[src/rtl/harris_corner_mark_3x3_assert.svh]
// assertion macros used by hcm_back
`ifndef HARRIS_CORNER_MARK_3X3_ASSERT_SVH
`define HARRIS_CORNER_MARK_3X3_ASSERT_SVH

// same-cycle implication
`define HCM_ASSERT_IMP(name, clk, rst, ante, cons) \
  name: assert property (@(posedge clk) disable iff (rst) (ante) |-> (cons)) \
    else $error("hcm assertion failed");

// next-cycle implication
`define HCM_ASSERT_NXT(name, clk, rst, ante, cons) \
  name: assert property (@(posedge clk) disable iff (rst) (ante) |=> (cons)) \
    else $error("hcm assertion failed");

`endif

[src/rtl/hcm_queue.sv]
// ---------------------------------------------------------------------------
// hcm_queue
// small register queue between front end and response pipeline
// ---------------------------------------------------------------------------
module hcm_queue #(
  parameter int DW    = 8,
  parameter int DEPTH = 4
) (
  input  logic          clk,
  input  logic          rst,
  input  logic          wr,
  input  logic [DW-1:0] wdata,
  input  logic          rd,
  output logic [DW-1:0] rdata,
  output logic          q_full,
  output logic          q_empty
);

  localparam int PW = $clog2(DEPTH);

  logic [DW-1:0] slots [0:DEPTH-1];
  logic [PW-1:0] wp, rp;
  logic [PW:0]   count;

  assign q_full  = (count == (PW+1)'(DEPTH));
  assign q_empty = (count == '0);
  assign rdata   = slots[rp];

  always_ff @(posedge clk) begin
    if (wr) begin
      slots[wp] <= wdata;
    end
  end

  always_ff @(posedge clk) begin
    if (rst) begin
      wp    <= '0;
      rp    <= '0;
      count <= '0;
    end else begin
      if (wr) begin
        wp <= wp + PW'(1);
      end
      if (rd) begin
        rp <= rp + PW'(1);
      end
      if (wr && !rd) begin
        count <= count + (PW+1)'(1);
      end else if (rd && !wr) begin
        count <= count - (PW+1)'(1);
      end
    end
  end

endmodule

[config.mk]
export PLATFORM = sky130hd
export DESIGN_NAME = hcm_queue
export DESIGN_NICKNAME = d
export VERILOG_FILES = /design/src/rtl/harris_corner_mark_3x3_assert.svh /design/src/rtl/hcm_queue.sv
export SDC_FILE = /design/constraint.sdc
export NUM_CORES = 1
export LEC_CHECK = 0
export BUFFER_PORTS_ARGS = -buffer_cell sky130_fd_sc_hd__buf_2
export CORE_AREA = 2 2 53 64
export DETAILED_ROUTE_END_ITERATION = 7
export DIE_AREA = 0 0 55 66
export PLACE_DENSITY = 0.71
export SLEW_MARGIN = 25
export SYNTH_ARGS = -nofsm -noshare
export SYNTH_HDL_FRONTEND = slang
export SYNTH_SLANG_ARGS = --single-unit
[constraint.sdc]
create_clock -name clk -period 3.2 [get_ports clk]
set_clock_uncertainty 0.15 [all_clocks]
set_input_delay 0.64 -clock clk [delete_from_list [all_inputs] [get_ports clk]]
set_output_delay 0.64 -clock clk [all_outputs]
set_load 0.02 [all_outputs]
==> flow_summary.toml, run 1 <==
[timing]
max_freq_mhz = 395.6
worst_pin_slew_ps = 511.3
period_share = 0.7900
slew_headroom = 0.6587
final-max-slew-violation-count = 0
final-hold-violation-count = 0
setup_viol = 0
timing.setup.tns_ps = 0
final.min_clock_period_ps = 2528
unrepaired_setup_endpoints_after_global_routing = "no"

[logic_synthesis]
asyncSetResetFlopFracSynth = 0
synth_nets = 104
synth_area_leader_cell = "edfxtp_1"
syn-cell-area_sq_um = 1587
commonest_cells_in_the_netlist = "32 x edfxtp_1, 9 x dfxtp_1, 8 x mux4_2"
synth-seq-cells = 41
yosysMostFrequentCell = "edfxtp_1"
synth.avg_cell_area_sq_um = 18.45
cell_variety_after_synth = 20
synth_enable_flop_cells = 32
synth_seq_area_share = 0.7192
synth_ff_type = "edfxtp_1"
syn_inst = 86
number_of_warnings_printed_during_yosys_synthesis = 0
netlist.area_leader.share = 0.6057
yosys-top-cells-area = "edfxtp_1 61%, dfxtp_1 11%, mux4_2 11%"

[worst_setup_path]
criticalPathCategory = "reg -> out"
cp_capture_point = "rdata[1]"
reg2reg_to = "count[2]"
worst-endpoint-required_ps = 2410
worst_setup_path_start_kind = "flop"
timing.critical_path.to_type = "output pin"
crit_fanout = 8
worst_r2r_path_depth = 4
crit-reg2reg-launch = "count[0]"
cp.arrival_ps = 1740
rrSetupSlack_ps = 1520

[global_route]
grt_first_pass_wirelength_um = 3650
gr-total-overflow = 0
vias_in_the_first_global_route = 796
antenna_found_initial = 0
global_routing_usage_summed_across_all_routing_layers = 0.1515
largest_net_degree_at_the_start_of_global_routing = 14

[pwr]
power.leakage_uw = 0.0006672
p_per_area_nw_per_um2 = 618.0
vdd.ir_drop.worst_v = 0.0004385

[clocking]
htree_levels = 2
ctsResizeCount = 0
clk-insertion-delay-late_ps = 340
cts.repair_timing.setup_buffer_count = 0
total_cts_buffers = 5
cts_num_sinks = 41
clk_root_buffer_cell = "clkbuf_4"
cts-root-to-sink-buffers = 2
number_of_hold_buffers_added_after_cts = 0
clock_tree_from_tritoncts = "built"
clk_pin_slew_ps = 110

[die]
placeableCoreArea_sq_um = 3028
die_x_um = 55
initial_core_utilization = 0.5240
core.rowCount = 22
vert_die_dim_um = 66
design.portCount = 22
die_area_sq_um = 3630

[detailed_routing]
final_antenna_net_count = 0
first_pass_iters = 4
route.detailed.vias_per_inst = 5.223
detailedRoute.firstIterationViolations = 14
wire_per_inst_um = 14.24
residual_drc = 0
num_vias = 773
routed_wl_um = 2108

[run]
reported_max_cap_violation_count = 0

[placement]
post-dp-hpwl_um = 1512
io_buffer_count = 21
routabilityCongestion = 0.6554

[cells_and_area]
insertedDiodeCount = 0
post-route-util = 0.5959
flow.area_growth_from_synthesis_pct = 13.72
final_layout_size_suffix_gt1_frac = 0.3304
design.final.nets = 129

[status]
run_status = "complete, no violations"

[hold_path]
hp-class = "in -> reg"
placed cells by master, fill, tap and decap left out, types with 2 or more instances in the layout:
master    count
buf_2        21
and2_1        4
inv_1         4
nor2_1        7
dfxtp_1       9
clkbuf_4      5
mux2i_1       2
xor2_1        3
edfxtp_1     32
mux4_2        8
xnor2_1       2
ha_1          5
cell type report:
| cell class | instances | area [sq um] |
|---|---|---|
| multi-input cells | 38 | 410.4 |
| well taps | 36 | 45.04 |
| clock inverters | 2 | 36.28 |
| inverters | 4 | 15.01 |
| fillers | 233 | 1224 |
| clock buffers | 6 | 51.30 |
| flip-flops and latches | 41 | 1141 |
| repair buffers | 21 | 105.1 |
worst min-delay path by stage:
stage          startpoint     endpoint  slack [ps]  depth (start not counted)
2_1_floorplan    count[2]     count[2]         320                          2
3_3_place_gp     count[2]     count[2]         330                          2
3_5_place_dp        rp[0]        rp[0]         370                          2
4_1_cts          wdata[2]  slots[3][2]         340                          1
5_1_grt          wdata[6]  slots[1][6]         320                          1
6_report         wdata[2]  slots[3][2]         350                          1
critical path, stage by stage (launching register included):
cell     delay, ps
dfxtp_1        660
mux4_2         560
buf_2          170
flip-flops by register name, indices dropped and copies added (netlist names), named ones only:
register and flops:
count 3, rp 2, slots 32, wp 2
stage by stage:
| stage | hold slack, ps | instances | instance area [sq um] | power (uW) | setup WS [ps] |
|---|---|---|---|---|---|
| floorplan | 316.3 | 86 | 1587 | 742.4 | 1150 |
| global placement | 331.1 | 140 | 1717 | 780.7 | 966.9 |
| detailed placement | 371.9 | 140 | 1717 | 788.0 | 882.1 |
| CTS | 336.8 | 148 | 1804 | 1132 | 599.3 |
| global route | 321.6 | 148 | 1804 | 1179 | 502.4 |
| finish | 353.8 | 148 | 1804 | 1115 | 672.1 |
cells by family after synthesis:
kind of cell    after synthesis  share of synthesized area
compound gates                2                   0.006303
xor+xnor                      5                    0.02761
fa+ha+maj                     6                    0.05205
buf+inv                       7                    0.02207
flops                        41                     0.7192
mux                          10                     0.1262
simple gates                 15                    0.04653
routing by layer:
metal	wire length (um)	vias up	track usage	share of wire
met4	57	0	0.08232	0.027
met3	143	7	0.06109	0.068
li1	-	371	-	-
met5	0	-	0	0
met1	850	373	0.1824	0.40
met2	1057	22	0.2277	0.50
report_power, final:
group | internal (uW) | switching, uW
registers | 608 | 24.8
logic | 64.8 | 74.8
clock network | 186 | 157
total | 859 | 256
No activity file was read; power rests on OpenSTA's default activity.
==> inputs of run 2 (changes only) <==
--- a/config.mk
+++ b/config.mk
@@ -6,10 +6,10 @@
 export NUM_CORES = 1
 export LEC_CHECK = 0
 export BUFFER_PORTS_ARGS = -buffer_cell sky130_fd_sc_hd__buf_2
-export CORE_AREA = 2 2 53 64
+export CORE_AREA = 2 2 55 67
 export DETAILED_ROUTE_END_ITERATION = 7
-export DIE_AREA = 0 0 55 66
-export PLACE_DENSITY = 0.71
+export DIE_AREA = 0 0 57 69
+export PLACE_DENSITY = 0.69
 export SLEW_MARGIN = 25
 export SYNTH_ARGS = -nofsm -noshare
 export SYNTH_HDL_FRONTEND = slang
==> constraint.sdc (replaced) <==
create_clock -name clk -period 2.3 [get_ports clk]
set_clock_uncertainty 0.15 [all_clocks]
set_input_delay 0.46 -clock clk [delete_from_list [all_inputs] [get_ports clk]]
set_output_delay 0.46 -clock clk [all_outputs]
set_load 0.02 [all_outputs]
==> run 2 against run 1 <==
Flip-flop and latch count unchanged; via count up 0.91%; core utilization down 4.2 points; hold slack worse by 120 ps; register-to-register slack worse by 870 ps; critical path depth up 1; final area up 0.62%; combinational power up 49%; sequential share of layout area down 0.39 points; setup slack worse by 480 ps; clock power up 36%; die area up 8.3%; critical path type unchanged; largest power group unchanged.
==> flow_summary.toml, run 2 (same netlist as run 1, synthesis figures left out) <==
[pwr]
p_per_area_nw_per_um2 = 853.8
vdd.ir_drop.worst_v = 0.0005038
power.leakage_uw = 0.0006691
fin_total_pwr_uw = 1550

[worst_setup_path]
reg2reg_to = "count[2]"
crit_fanout = 8
crit_path_cell_trace = "buf_4 -> mux4_2 -> buf_2"
delay_heaviest_family_cp = "multiplexers"
worst-endpoint-required_ps = 1690
cp.arrival_ps = 1500
worst_r2r_path_depth = 4
worst-path-buf-inv = 2
worst_setup_path_start_kind = "flop"
timing.critical_path.to_type = "output pin"
critical_path.slowest_cell = "mux4_2"
slowest_delay_ps = 530
criticalPathCategory = "reg -> out"
crit-reg2reg-launch = "count[0]"
rrSetupSlack_ps = 650

[clocking]
clk-insertion-delay-late_ps = 290
cts_num_sinks = 41
htree_levels = 2
total_cts_buffers = 5
cts-root-to-sink-buffers = 2
clock_tree_from_tritoncts = "built"
ctsResizeCount = 0
clk_pin_slew_ps = 70
number_of_hold_buffers_added_after_cts = 0
clk_root_buffer_cell = "clkbuf_8"
cts.repair_timing.setup_buffer_count = 0

[die]
die_area_sq_um = 3933
placeableCoreArea_sq_um = 3281
design.portCount = 22
die_x_um = 57
initial_core_utilization = 0.4836
vert_die_dim_um = 69
core.rowCount = 23

[detailed_routing]
first_pass_iters = 4
routed_wl_um = 2369
num_vias = 780
detailedRoute.firstIterationViolations = 18
wire_per_inst_um = 15.79
final_antenna_net_count = 0
route.detailed.vias_per_inst = 5.200
residual_drc = 0

[global_route]
grt_first_pass_wirelength_um = 3884
vias_in_the_first_global_route = 819
largest_net_degree_at_the_start_of_global_routing = 13
global_routing_usage_summed_across_all_routing_layers = 0.1412
antenna_found_initial = 0
gr-total-overflow = 0

[timing]
slew_headroom = 0.7000
worst_pin_slew_ps = 450.0
final-hold-violation-count = 0
setup_viol = 0
final.min_clock_period_ps = 2110
max_freq_mhz = 474.0
final-max-slew-violation-count = 0
period_share = 0.9172
unrepaired_setup_endpoints_after_global_routing = "no"
timing.setup.tns_ps = 0

[placement]
routabilityCongestion = 0.6696
post-dp-hpwl_um = 1618
dp_cells = 142
io_buffer_count = 21

[cells_and_area]
fillers = 274
layout_common_cells = "32 x edfxtp_1, 21 x buf_2, 9 x dfxtp_1"
reg.largest.list = "slots (32), count (3)"
max_reg_flops = 32
final_layout_size_suffix_gt1_frac = 0.3186
final-instance-count-excl-fill = 150
insertedDiodeCount = 0
registers.top_by_ff_count = "slots"
mostFrequentLayoutCell = "edfxtp_1"
design.final.nets = 130
flow.area_growth_from_synthesis_pct = 14.43

[hold_path]
hp-class = "in -> reg"
timing.hold.worst.start = "wdata[7]"
hold-path-endpoint = "slots[3][7]"
timing.hold.worst_path_depth = 1

[run]
reported_max_cap_violation_count = 0

[status]
run_status = "complete, no violations"
## run 2: cell count changes in the layout (fill, tap and decap cells not counted)
cell       before  now
inv_4           1    0
clkbuf_4        5    0
clkbuf_8        1    6
clkbuf_1        0    2
buf_4           0    1
bufinv_16       1    0
## run 2: power breakdown
part	internal, uW	switching [uW]
logic	93.2	115
clock network	244	224
registers	846	27.3
total	1180	367
## run 2: stage by stage
step | hold WS [ps] | setup slack [ps] | utilization | instance area (sq um)
after CTS | 225.1 | 147.6 | 0.5534 | 1815
final | 234.0 | 190.4 | 0.5534 | 1815
after floorplan | 316.3 | 429.8 | - | 1587
after global routing | 225.8 | 121.7 | 0.5534 | 1815
after detailed placement | 348.9 | 208.9 | 0.5259 | 1725
after global placement | 329.1 | 273.8 | 0.5259 | 1725
## run 2: worst register-to-register path: stages (launching register included)
cell	delay (ps)
dfxtp_1	360
fa_1	440
xor2_1	180
or3_1	300
a21oi_1	140
## run 2: cell type report
type	count	area, sq um	area share
Sequential cell	41	1141	0.6285
Clock buffer	8	90.09	0.04962
Inverter	4	15.01	0.008270
Timing Repair Buffer	22	112.6	0.06203
Multi-Input combinational cell	38	410.4	0.2261
Tap cell	37	46.29	0.02550
## run 2: worst max path at each step
stage	end	slack [ps]	depth (start not counted)
2_1_floorplan	count[2]	430	7
3_3_place_gp	count[2]	270	8
3_5_place_dp	count[2]	210	7
4_1_cts	rdata[6]	150	3
5_1_grt	rdata[6]	120	3
6_report	rdata[6]	190	3
## run 2: metal layers
metal | up-vias | share of wire | global-route usage
met4 | 0 | 0.029 | 0.1085
met1 | 382 | 0.40 | 0.1469
li1 | 370 | - | -
met3 | 7 | 0.052 | 0.04503
met5 | - | 0 | 0
met2 | 21 | 0.52 | 0.2299
