===== src/rtl/harris_corner_mark_3x3_assert.svh =====
// assertion macros used by hcm_back
`ifndef HARRIS_CORNER_MARK_3X3_ASSERT_SVH
`define HARRIS_CORNER_MARK_3X3_ASSERT_SVH

// same-cycle implication
`define HCM_ASSERT_IMP(name, clk, rst, ante, cons) \
  name: assert property (@(posedge clk) disable iff (rst) (ante) |-> (cons)) \
    else $error("hcm assertion failed");

// next-cycle implication
`define HCM_ASSERT_NXT(name, clk, rst, ante, cons) \
  name: assert property (@(posedge clk) disable iff (rst) (ante) |=> (cons)) \
    else $error("hcm assertion failed");

`endif


===== src/rtl/hcm_pkg.sv =====
// ---------------------------------------------------------------------------
// hcm_pkg
// types and constants shared by the harris corner marker
// ---------------------------------------------------------------------------
package hcm_pkg;

  localparam int VALUE_BITS = 32;
  localparam int QUO_BITS   = 33;

  localparam int CFG_INDEX_BITS = 2;
  localparam int CFG_DATA_BITS  = 32;

  localparam logic [CFG_INDEX_BITS-1:0] REG_IMAGE_WIDTH      = 2'd0;
  localparam logic [CFG_INDEX_BITS-1:0] REG_IMAGE_HEIGHT     = 2'd1;
  localparam logic [CFG_INDEX_BITS-1:0] REG_CORNER_THRESHOLD = 2'd2;

  localparam logic [11:0]        WIDTH_RESET     = 12'd640;
  localparam logic [12:0]        HEIGHT_RESET    = 13'd480;
  localparam logic signed [31:0] THRESHOLD_RESET = 32'sd2560;

  localparam logic [QUO_BITS-1:0] QUO_MAXPOS = 33'h0_7FFF_FFFF;
  localparam logic [QUO_BITS-1:0] QUO_MINMAG = 33'h0_8000_0000;

  typedef logic signed [VALUE_BITS-1:0] value_t;
  typedef logic [63:0]                  prod_t;
  typedef logic [QUO_BITS-1:0]          trace_t;

  typedef struct packed {
    logic [31:0]        grad_xx;
    logic [31:0]        grad_yy;
    logic signed [31:0] grad_xy;
    logic               frame_start;
  } in_item_t;

  typedef struct packed {
    logic               center_valid;
    logic               is_corner;
    logic signed [31:0] center_response;
    logic               frame_end;
  } out_item_t;

  typedef struct packed {
    logic [31:0]        grad_xx;
    logic [31:0]        grad_yy;
    logic signed [31:0] grad_xy;
  } grad_t;

  // per-pixel classification from the front end
  typedef struct packed {
    logic center_valid;
    logic frame_end;
  } tag_t;

endpackage


===== src/rtl/hcm_front.sv =====
// ---------------------------------------------------------------------------
// hcm_front
// accepts pixels, tracks raster position and tags each word
// ---------------------------------------------------------------------------
module hcm_front #(
  parameter int MAX_WIDTH = 2048,
  parameter int COL_BITS  = 11
) (
  input  logic                  clk,
  input  logic                  rst,
  input  logic                  push,
  input  logic                  full,
  input  hcm_pkg::in_item_t     pixel,
  input  logic [11:0]           image_width,
  input  logic [12:0]           image_height,
  output logic                  q_wr,
  output hcm_pkg::grad_t        q_grad,
  output logic [COL_BITS-1:0]   q_col,
  output hcm_pkg::tag_t         q_tag
);

  localparam int CW = ((COL_BITS > 12) ? COL_BITS : 12) + 1;
  localparam int RW = 14;

  logic [COL_BITS-1:0] col_cnt;
  logic [12:0]         row_cnt;

  logic [CW-1:0] weff;
  logic [RW-1:0] heff;
  logic [CW-1:0] c0, c1;
  logic [RW-1:0] r0, r1;

  always_comb begin
    if (image_width == 12'd0) begin
      weff = CW'(1);
    end else if (CW'(image_width) > CW'(MAX_WIDTH)) begin
      weff = CW'(MAX_WIDTH);
    end else begin
      weff = CW'(image_width);
    end
    heff = (image_height == 13'd0) ? RW'(1) : RW'(image_height);

    c0 = pixel.frame_start ? '0 : CW'(col_cnt);
    r0 = pixel.frame_start ? '0 : RW'(row_cnt);
    // shrunk width: wrap to next row
    if (c0 >= weff) begin
      c0 = '0;
      r0 = r0 + RW'(1);
    end
    if (r0 >= heff) begin
      r0 = '0;
    end

    c1 = c0 + CW'(1);
    r1 = r0;
    if (c1 >= weff) begin
      c1 = '0;
      r1 = r0 + RW'(1);
      if (r1 >= heff) begin
        r1 = '0;
      end
    end
  end

  assign q_wr   = push && !full;
  assign q_grad = '{grad_xx: pixel.grad_xx, grad_yy: pixel.grad_yy, grad_xy: pixel.grad_xy};
  assign q_col  = c0[COL_BITS-1:0];
  assign q_tag.center_valid = (r0 >= RW'(2)) && (c0 >= CW'(2));
  assign q_tag.frame_end    = (c0 == weff - CW'(1)) && (r0 == heff - RW'(1));

  always_ff @(posedge clk) begin
    if (rst) begin
      col_cnt <= '0;
      row_cnt <= '0;
    end else if (q_wr) begin
      col_cnt <= c1[COL_BITS-1:0];
      row_cnt <= r1[12:0];
    end
  end

endmodule


===== config.mk =====
export PLATFORM = sky130hd
export DESIGN_NAME = hcm_front
export DESIGN_NICKNAME = d
export VERILOG_FILES = /design/src/rtl/harris_corner_mark_3x3_assert.svh /design/src/rtl/hcm_pkg.sv /design/src/rtl/hcm_front.sv
export SDC_FILE = /design/constraint.sdc
export NUM_CORES = 1
export LEC_CHECK = 0
export BUFFER_PORTS_ARGS = -buffer_cell sky130_fd_sc_hd__buf_2
export CAP_MARGIN = 15
export CORE_MARGIN = 3
export CORE_UTILIZATION = 41
export DETAILED_ROUTE_END_ITERATION = 10
export GPL_ROUTABILITY_DRIVEN = 0
export HOLD_SLACK_MARGIN = 0.08
export PLACE_DENSITY = 0.74
export RECOVER_POWER = 50
export SLEW_MARGIN = 5
export SYNTH_ARGS = -nofsm -noshare
export SYNTH_HDL_FRONTEND = slang
export SYNTH_SLANG_ARGS = --single-unit
export TNS_END_PERCENT = 5

===== constraint.sdc =====
create_clock -name clk -period 8.7 [get_ports clk]
set_input_delay 1.305 -clock clk [delete_from_list [all_inputs] [get_ports clk]]
set_output_delay 1.305 -clock clk [all_outputs]
set_load 0.02 [all_outputs]

==> flow_summary.json, run 1 <==
{
  "row_count": 40,
  "synth_top_cell_by_area": "buf_4",
  "p_per_area_nw_per_um2": 75.3,
  "netlist_instances": 694,
  "antenna_found_initial": 0,
  "grt.overflow.total": 0,
  "final_hold_viol_count": 0,
  "layout_min_cycle_time_ns": 8.38,
  "synth_area_sq_um": 5110,
  "ys_top_cells_by_area": "buf_4 (14%), ha_1 (14%), dfxtp_1 (9.4%)",
  "drtPass1Iterations": 5,
  "clkTransAtPathRegs_ns": 0.06,
  "relSlewSlack": 0.469,
  "setup_viol": 0,
  "route.detailed.drc": 0,
  "start_util": 0.422,
  "die_x_microns": 118,
  "cts_max_path_buffers": 2,
  "yosysSeqAreaShare": 0.0941,
  "synth_top_area_share": 0.143,
  "met2_length_microns": 6420,
  "drive_gt1_frac": 0.167,
  "final.setup.tns_ns": 0,
  "synth_edf_count": 0,
  "final_nets": 836,
  "worstSkewPairLatency_ns": 0.26,
  "peakVddDrop_v": 0.0000872,
  "synth_common_cells": "buf_4 (97), nor2_1 (59), ha_1 (56), inv_1 (46), nand2_1 (45)",
  "drv_cap": 0,
  "holdCritPathClass": "reg -> reg",
  "synth_seq_cells": 24,
  "die-area_sq_um": 13800,
  "synth_warnings": 0,
  "crit_required_ns": 7.39,
  "wl_per_cell_microns": 16.8,
  "fin_worst_skew_ns": 0.0120,
  "synth.most_common_cell": "buf_4",
  "met1Wirelength_microns": 5810,
  "grt_max_degree": 25,
  "status": "complete, no violations",
  "clock_sinks": 24,
  "grt_setup_unrepaired": "false",
  "leakagePower_nw": 2.31,
  "vias": 4829,
  "dr.first_iter.drc_count": 495,
  "die_h_microns": 118,
  "diodes": 0,
  "yosysUniqueCellTypes": 79,
  "syn2layout_area_growth_pct": -1.13,
  "grt_util_all_layers": 0.193,
  "coreArea_sq_um": 12100,
  "dp_cells": 815,
  "postCtsHoldBufs": 0,
  "final-instance-count-excl-fill": 821,
  "numCtsBuffers": 3,
  "cts_tree": "built",
  "htree_num_levels": 1,
  "cp_max_fo": 8,
  "placed_cell_area_sq_um": 4910,
  "worst_pin_slew_ns": 0.792,
  "setup_ws_ns": 0.319,
  "place_ws_ns": 0.215,
  "top_layer_used": "met4",
  "critPathKind": "in -> out",
  "end_kind": "output port",
  "dr_wl_met3_microns": 1150,
  "syn_avg_cell_area_sq_um": 7.36,
  "finalWirelength_microns": 13800,
  "hold_slack_ns": 0.477,
  "cts-root-buf": "clkbuf_16",
  "viasPerCell": 5.88,
  "io_buffers": 43,
  "arrival_ns": 7.08,
  "antenna_left": 0,
  "design_area_sq_um": 5050,
  "startpoint_type": "input port",
  "syn-num-nets": 876,
  "synth_ff_type": "dfxtp_1",
  "synthArstFlopShare": 0,
  "io_pins": 236,
  "grt_pass1_wl_microns": 22700,
  "fmax_mhz": 119,
  "slew_viol_final": 0,
  "fin_crit_sh": 0.963,
  "grt_pass1_vias": 4487,
  "hpwl_microns": 11300
}
## cells in the final DEF (no fill, tap or decap), types with 5 or more instances in the layout
cell / n
nand2b_1: 9
nor2_1: 59
o21ai_0: 17
buf_4: 29
xnor2_1: 33
dfxtp_1: 24
xor2_1: 14
a22oi_1: 12
nor4_1: 9
a211oi_1: 8
or3_1: 5
a21oi_1: 25
nand4_1: 12
o21a_1: 6
and2_1: 7
nor2b_1: 17
ha_1: 56
nand3_1: 24
nor3_1: 27
a221oi_1: 11
a31oi_1: 8
inv_1: 44
buf_2: 43
nand2_1: 45
a21o_1: 11
## cell type report
| type | instances | area, sq um |
|---|---|---|
| inverters | 47 | 180 |
| clock buffers | 3 | 75.1 |
| flip-flops and latches | 24 | 480 |
| well taps | 168 | 210 |
| multi-input cells | 505 | 3630 |
| repair buffers | 73 | 444 |
| fillers | 1278 | 7060 |
| clock inverters | 1 | 30.0 |
## worst paths after layout
kind | from | end | slack (ns) | depth (start not counted)
worst max-delay path | image_width[11] | q_tag[0] | 0.32 | 27
worst min-delay path | row_cnt[11] | row_cnt[11] | 0.48 | 2
worst max register to register | col_cnt[4] | row_cnt[9] | 1.42 | 31
worst min register to register | row_cnt[11] | row_cnt[11] | 0.48 | 2
## where the power goes
part	leakage (nW)	switching [mW]	internal, mW
Clock	0.0511	0.0395	0.0914
Sequential	0.195	0.00403	0.113
Combinational	2.06	0.0782	0.0538
## repair_timing
item / in CTS / in global routing
endpoints found under the setup margin: 0 / 6
resized for setup: 0 / 7
setup buffers: 0 / 2
## logic make-up (layout without fill, tap and decap cells)
family	after synthesis	after routing	share of synthesized area
xor gates and xnor gates	49	49	0.0870
muxes	8	8	0.0167
adders and majority gates	56	56	0.137
AOI/OAI and AO/OA	144	144	0.213
DFF	24	24	0.0941
and+or+nand+nor	248	248	0.254
buffers and inverters	165	124	0.198
## critical path: stages
cell      delay, ns
buf_2          0.15
buf_4          0.17
or2b_1         0.27
ha_1           0.32
and4_1         0.22
nor2b_4        0.14
o311ai_4       0.39
buf_6          0.18
a21oi_1        0.08
mux2_4         0.36
ha_1           0.35
a22oi_1        0.16
o211ai_1       0.14
a41o_1         0.23
o221a_2        0.13
a41o_1         0.21
or2_2          0.33
inv_2          0.08
ha_1           0.13
o311ai_0       0.12
a221oi_1       0.25
o211a_1        0.19
nand3_1        0.05
or4_1          0.56
nor4_1         0.19
o2111a_1       0.20
buf_2          0.16
## metal layers
layer  global-route usage  vias up
met5                    0        -
met2                0.322      242
met4               0.0637        0
li1                     -     2318
met1                0.251     2224
met3               0.0365       45
## state kept, by name, indices dropped and copies added, names as in the netlist
| register | cells |
|---|---|
| col_cnt | 11 |
| row_cnt | 13 |
## metrics by stage
step,total power [mW],util
6_report,0.380,0.417
5_1_grt,0.402,0.417
4_1_cts,0.381,0.414
3_5_place_dp,0.249,0.405
3_3_place_gp,0.248,0.405
2_1_floorplan,0.272,-
Power figures use the tool's default switching activity.
==> run 2, diff against run 1 <==
--- a/config.mk
+++ b/config.mk
@@ -5,14 +5,13 @@
 export SDC_FILE = /design/constraint.sdc
 export NUM_CORES = 1
 export LEC_CHECK = 0
-export BUFFER_PORTS_ARGS = -buffer_cell sky130_fd_sc_hd__buf_2
 export CAP_MARGIN = 15
 export CORE_MARGIN = 3
 export CORE_UTILIZATION = 41
 export DETAILED_ROUTE_END_ITERATION = 10
+export DONT_BUFFER_PORTS = 1
 export GPL_ROUTABILITY_DRIVEN = 0
 export HOLD_SLACK_MARGIN = 0.08
-export PLACE_DENSITY = 0.74
 export RECOVER_POWER = 50
 export SLEW_MARGIN = 5
 export SYNTH_ARGS = -nofsm -noshare
==> run 2 against run 1 <==
Against the previous run:
- hold slack worse by 0.016 ns
- combinational power is 13% lower
- critical endpoint unchanged
- cell count is 6.5% lower
- critical path type unchanged
- global-route usage is 1.4 points higher
- flip-flop and latch count stayed put
- register-to-register slack better by 0.05 ns
- design area is 5.6% lower
- non-clock buffer count is 53 lower
- total power is 3.8% lower
- via count is 1.6% lower
==> flow_summary.json, run 2 (same netlist as run 1, synthesis figures left out) <==
{
  "status": "complete, no violations",
  "crit_required_ns": 7.39,
  "holdCritPathClass": "reg -> reg",
  "peakVddDrop_v": 0.0000530,
  "grt_max_degree": 30,
  "cts-root-buf": "clkbuf_16",
  "grt_pass1_wl_microns": 24100,
  "p_sw_mw": 0.113,
  "dr.first_iter.drc_count": 307,
  "ff2ff_setup_slack_ns": 1.47,
  "slowest_stage": "or4_1",
  "cts_max_path_buffers": 2,
  "worst_hold_startpoint": "row_cnt[11]",
  "io_pins": 236,
  "vias": 4752,
  "grt_pass1_vias": 4636,
  "die_x_microns": 118,
  "critPathKind": "in -> out",
  "layout_commonest_cell": "nor2_1",
  "regArea_sq_um": 480,
  "final_cell_mix": "nor2_1 (59), ha_1 (56), inv_1 (45), nand2_1 (45), xnor2_1 (32)",
  "largest_reg_flops": 13,
  "power_mw": 0.366,
  "arrival_ns": 7.01,
  "startpoint_type": "input port",
  "antenna_left": 0,
  "placed_cell_area_sq_um": 4630,
  "crit_path_end": "q_tag[0]",
  "syn2layout_area_growth_pct": -6.69,
  "relSlewSlack": 0.441,
  "wl_per_cell_microns": 19.3,
  "biggestRegsByFlops": "row_cnt: 13 flops, col_cnt: 11 flops",
  "cts_tree": "built",
  "startpoint": "pixel[0]",
  "final_util": 0.393,
  "worstReg2RegStart": "col_cnt[9]",
  "fmax_mhz": 120,
  "crit_cells": 26,
  "drv_cap": 0,
  "route.detailed.drc": 0,
  "hpwl_microns": 12000,
  "fin_crit_sh": 0.956,
  "intPower_mw": 0.252,
  "sw_frac_of_total": 0.309,
  "diodes": 0,
  "io_buffers": 0,
  "worstSkewPairLatency_ns": 0.26,
  "row_count": 40,
  "clock_sinks": 24,
  "crit_path_frequent_cell": "inv_1",
  "antenna_found_initial": 0,
  "path_delay_family": "compound AO/OA/AOI/OAI gates",
  "clkTransAtPathRegs_ns": 0.06,
  "numCtsBuffers": 3,
  "pwr-share-clk": 0.363,
  "design_area_sq_um": 4760,
  "end_kind": "output port",
  "p_comb_frac": 0.315,
  "viasPerCell": 6.19,
  "worstReg2RegEnd": "row_cnt[9]",
  "fillers": 1299,
  "cp_max_fo": 29,
  "die-area_sq_um": 13800,
  "cp_num_buf_inv": 4,
  "grt_setup_unrepaired": "false",
  "grt_util_all_layers": 0.208,
  "fin_worst_skew_ns": 0.00646,
  "reg2regPathDepth": 32,
  "worst_pin_slew_ns": 0.838,
  "slew_viol_final": 0,
  "final_nets": 783,
  "seqPwrFrac": 0.322,
  "die_h_microns": 118,
  "crit_path_max_incr_delay_ns": 0.58,
  "drive_gt1_frac": 0.0967,
  "multi_input_area_sq_um": 3640,
  "grt.overflow.total": 0,
  "finalWirelength_microns": 14800,
  "final-instance-count-excl-fill": 768,
  "final.setup.tns_ns": 0,
  "dp_cells": 764,
  "setup_viol": 0,
  "start_util": 0.422,
  "leakagePower_nw": 2.06,
  "htree_num_levels": 1,
  "p_per_area_nw_per_um2": 76.7,
  "drtPass1Iterations": 5,
  "final_hold_viol_count": 0,
  "regMostFlops": "row_cnt",
  "coreArea_sq_um": 12100,
  "layout_min_cycle_time_ns": 8.32
}
[run 2: cell types whose count changed in the layout (fill, tap and decap cells not counted), sizes merged]
cell	change
buf	-53
[run 2: power by group through the flow]
stage / combinational, mW / sequential (mW) / clock [mW]
5_1_grt: 0.128 / 0.118 / 0.142
4_1_cts: 0.113 / 0.117 / 0.136
6_report: 0.115 / 0.118 / 0.133
3_3_place_gp: 0.110 / 0.120 / 0
2_1_floorplan: 0.154 / 0.118 / 0
3_5_place_dp: 0.112 / 0.120 / 0
[run 2: routing by layer]
metal  up-vias  part of all wire  track usage
met2       227              0.47        0.353
met3        59             0.083       0.0601
met5         -                 0            0
met1      2246              0.41        0.248
li1       2220                 -            -
met4         0             0.041       0.0806
[run 2: timing repair]
item,CTS,global route
buffers inserted,0,0
setup endpoints to repair,0,2
hold buffers,0,0
endpoints found under the hold margin,0,0
resized for setup,0,6
[run 2: worst reg2reg max path, delay by kind of cell, from the launching register on]
family / cells / cell delay, ns
and+or+nand+nor: 7 / 1.57
adders and majority gates: 4 / 1.04
muxes: 1 / 0.21
xor gates and xnor gates: 2 / 0.40
buffers and inverters: 4 / 0.50
AOI/OAI and AO/OA: 14 / 3.08
DFF: 1 / 0.33
[run 2: worst min path at each step]
stage | cells past startpoint | endpoint
finish | 2 | row_cnt[11]
detailed placement | 2 | row_cnt[11]
floorplan | 2 | row_cnt[11]
CTS | 2 | row_cnt[11]
global placement | 2 | row_cnt[11]
global route | 2 | col_cnt[3]
[run 2: final cells by class]
| cell class | instances | area share |
|---|---|---|
| clock buffer | 3 | 0.0158 |
| clock inverter | 1 | 0.00630 |
| inverter | 47 | 0.0378 |
| multi-input combinational | 505 | 0.764 |
| sequential | 24 | 0.101 |
| tap | 168 | 0.0441 |
| timing repair buffer | 20 | 0.0315 |
[run 2: through the flow]
stage	worst slack, ns	hold slack [ns]
after CTS	0.261	0.460
after floorplan	0.0700	0.442
after global routing	0.0112	0.498
after detailed placement	0.285	0.452
after global placement	0.434	0.447
final	0.380	0.460
==> run 3, diff against run 2 <==
==> constraint.sdc (replaced) <==
create_clock -name clk -period 9.6 [get_ports clk]
set_input_delay 1.44 -clock clk [delete_from_list [all_inputs] [get_ports clk]]
set_output_delay 1.44 -clock clk [all_outputs]
set_load 0.02 [all_outputs]
==> run 3 against run 2 <==
Against the previous run:
- count of clock-buffer cells in the layout unchanged
- flip-flop and latch count did not move
- sequential share of layout area up 0.18 points
- routed wire length down 0.71%
- cell count down 0.91%
- setup slack better by 0.11 ns
- clock skew is 0.0018 ns lower
==> flow_summary.json, run 3 (same netlist as run 1, synthesis figures left out) <==
{
  "status": "complete, no violations",
  "die_h_microns": 118,
  "numCtsBuffers": 3,
  "cts_max_path_buffers": 2,
  "grt_util_all_layers": 0.203,
  "min_to": "col_cnt[3]",
  "critPathKind": "in -> out",
  "regMostFlops": "row_cnt",
  "grt.overflow.total": 0,
  "intPower_mw": 0.228,
  "clkTransAtPathRegs_ns": 0.07,
  "die-area_sq_um": 13800,
  "worstReg2RegStart": "col_cnt[7]",
  "io_pins": 236,
  "multi_input_area_sq_um": 3610,
  "relSlewSlack": 0.445,
  "grt_max_degree": 30,
  "dr.first_iter.drc_count": 325,
  "slew_viol_final": 0,
  "sw_frac_of_total": 0.309,
  "hold_depth": 2,
  "drtPass1Iterations": 5,
  "end_kind": "output port",
  "layout_commonest_cell": "nor2_1",
  "diodes": 0,
  "worstReg2RegEnd": "row_cnt[5]",
  "fmax_mhz": 110,
  "postCtsHoldBufs": 0,
  "fillers": 1311,
  "crit_path_frequent_cell": "inv_1",
  "crit_required_ns": 8.16,
  "p_comb_frac": 0.310,
  "biggestRegsByFlops": "row_cnt: 13 flops, col_cnt: 11 flops",
  "worst_pin_slew_ns": 0.832,
  "final_cell_mix": "nor2_1 (59), ha_1 (56), inv_1 (46)",
  "arrival_ns": 7.67,
  "io_buffers": 0,
  "final_hold_viol_count": 0,
  "clock_sinks": 24,
  "ctsResizeCount": 0,
  "syn2layout_area_growth_pct": -8.28,
  "largest_reg_flops": 13,
  "fin_worst_skew_ns": 0.00469,
  "p_sw_mw": 0.102,
  "p_per_area_nw_per_um2": 70.4,
  "coreArea_sq_um": 12100,
  "grt_setup_unrepaired": "false",
  "leakagePower_nw": 2.04,
  "row_count": 40,
  "seqPwrFrac": 0.324,
  "holdCritPathClass": "reg -> reg",
  "startpoint_type": "input port",
  "cp_max_fo": 29,
  "fin_crit_sh": 0.949,
  "final_nets": 776,
  "ff2ff_setup_slack_ns": 1.86,
  "crit_path_max_incr_delay_ns": 0.56,
  "wl_per_cell_microns": 19.4,
  "vias": 4683,
  "layout_min_cycle_time_ns": 9.11,
  "htree_num_levels": 1,
  "finalWirelength_microns": 14700,
  "grt_pass1_vias": 4645,
  "worst_hold_startpoint": "col_cnt[3]",
  "antenna_left": 0,
  "cts_setup_buffers": 0,
  "cts_tree": "built",
  "hpwl_microns": 11900,
  "regArea_sq_um": 480,
  "viasPerCell": 6.15,
  "die_x_microns": 118,
  "setup_viol": 0,
  "route.detailed.drc": 0,
  "grt_pass1_wl_microns": 23500,
  "reg2regPathDepth": 32,
  "worstSkewPairLatency_ns": 0.26,
  "final_util": 0.387,
  "slowest_stage": "or4_1",
  "start_util": 0.422,
  "cts-root-buf": "clkbuf_16",
  "pwr-share-clk": 0.367,
  "drive_gt1_frac": 0.0759,
  "antenna_found_initial": 0,
  "drv_cap": 0,
  "final.setup.tns_ns": 0,
  "peakVddDrop_v": 0.0000565
}
==> run 3: how the worst max path moves through the flow <==
stage | startpoint | end | slack, ns | cells after the start
6_report | pixel[0] | q_tag[0] | 0.49 | 25
5_1_grt | image_width[11] | q_tag[0] | 0.07 | 25
4_1_cts | pixel[0] | q_tag[0] | 0.56 | 25
3_5_place_dp | pixel[0] | q_tag[0] | 0.60 | 25
3_3_place_gp | pixel[0] | q_tag[0] | 0.69 | 25
2_1_floorplan | pixel[0] | q_tag[0] | 0.70 | 29
==> run 3: area by class of cell <==
| type | count | area share |
|---|---|---|
| Tap cell | 168 | 0.0449 |
| Sequential cell | 24 | 0.103 |
| Clock buffer | 3 | 0.0160 |
| Multi-Input combinational cell | 505 | 0.772 |
| Clock inverter | 1 | 0.00641 |
| Inverter | 47 | 0.0377 |
| Timing Repair Buffer | 13 | 0.0208 |
==> run 3: power groups by stage <==
stage | Combinational (mW) | Clock [mW] | Sequential, mW
floorplan | 0.140 | 0 | 0.107
global placement | 0.0985 | 0 | 0.109
detailed placement | 0.100 | 0 | 0.109
CTS | 0.101 | 0.124 | 0.106
global route | 0.113 | 0.129 | 0.107
finish | 0.102 | 0.121 | 0.107
==> run 3: routing by layer <==
metal	track usage	wire, microns	up-vias	part of all wire
li1	-	-	2194	-
met1	0.237	5930	2223	0.40
met2	0.360	7240	223	0.49
met3	0.0562	1150	43	0.078
met4	0.0601	409	0	0.028
met5	0	0	-	0
==> run 3: worst max-delay path: cells and delay by family <==
kind	cells	cell delay (ns)
fa+ha+maj	3	0.73
buf+inv	4	0.73
simple gates	7	1.86
compound gates	10	2.51
xor+xnor	1	0.36
==> run 3: through the flow <==
stage	cells	area [sq um]	power, mW	setup slack, ns	hold WS (ns)
detailed placement	757	4580	0.209	0.597	0.469
global placement	757	4580	0.207	0.687	0.450
finish	761	4680	0.330	0.493	0.480
CTS	761	4680	0.332	0.563	0.478
floorplan	694	5110	0.247	0.700	0.442
global route	761	4680	0.349	0.0735	0.496
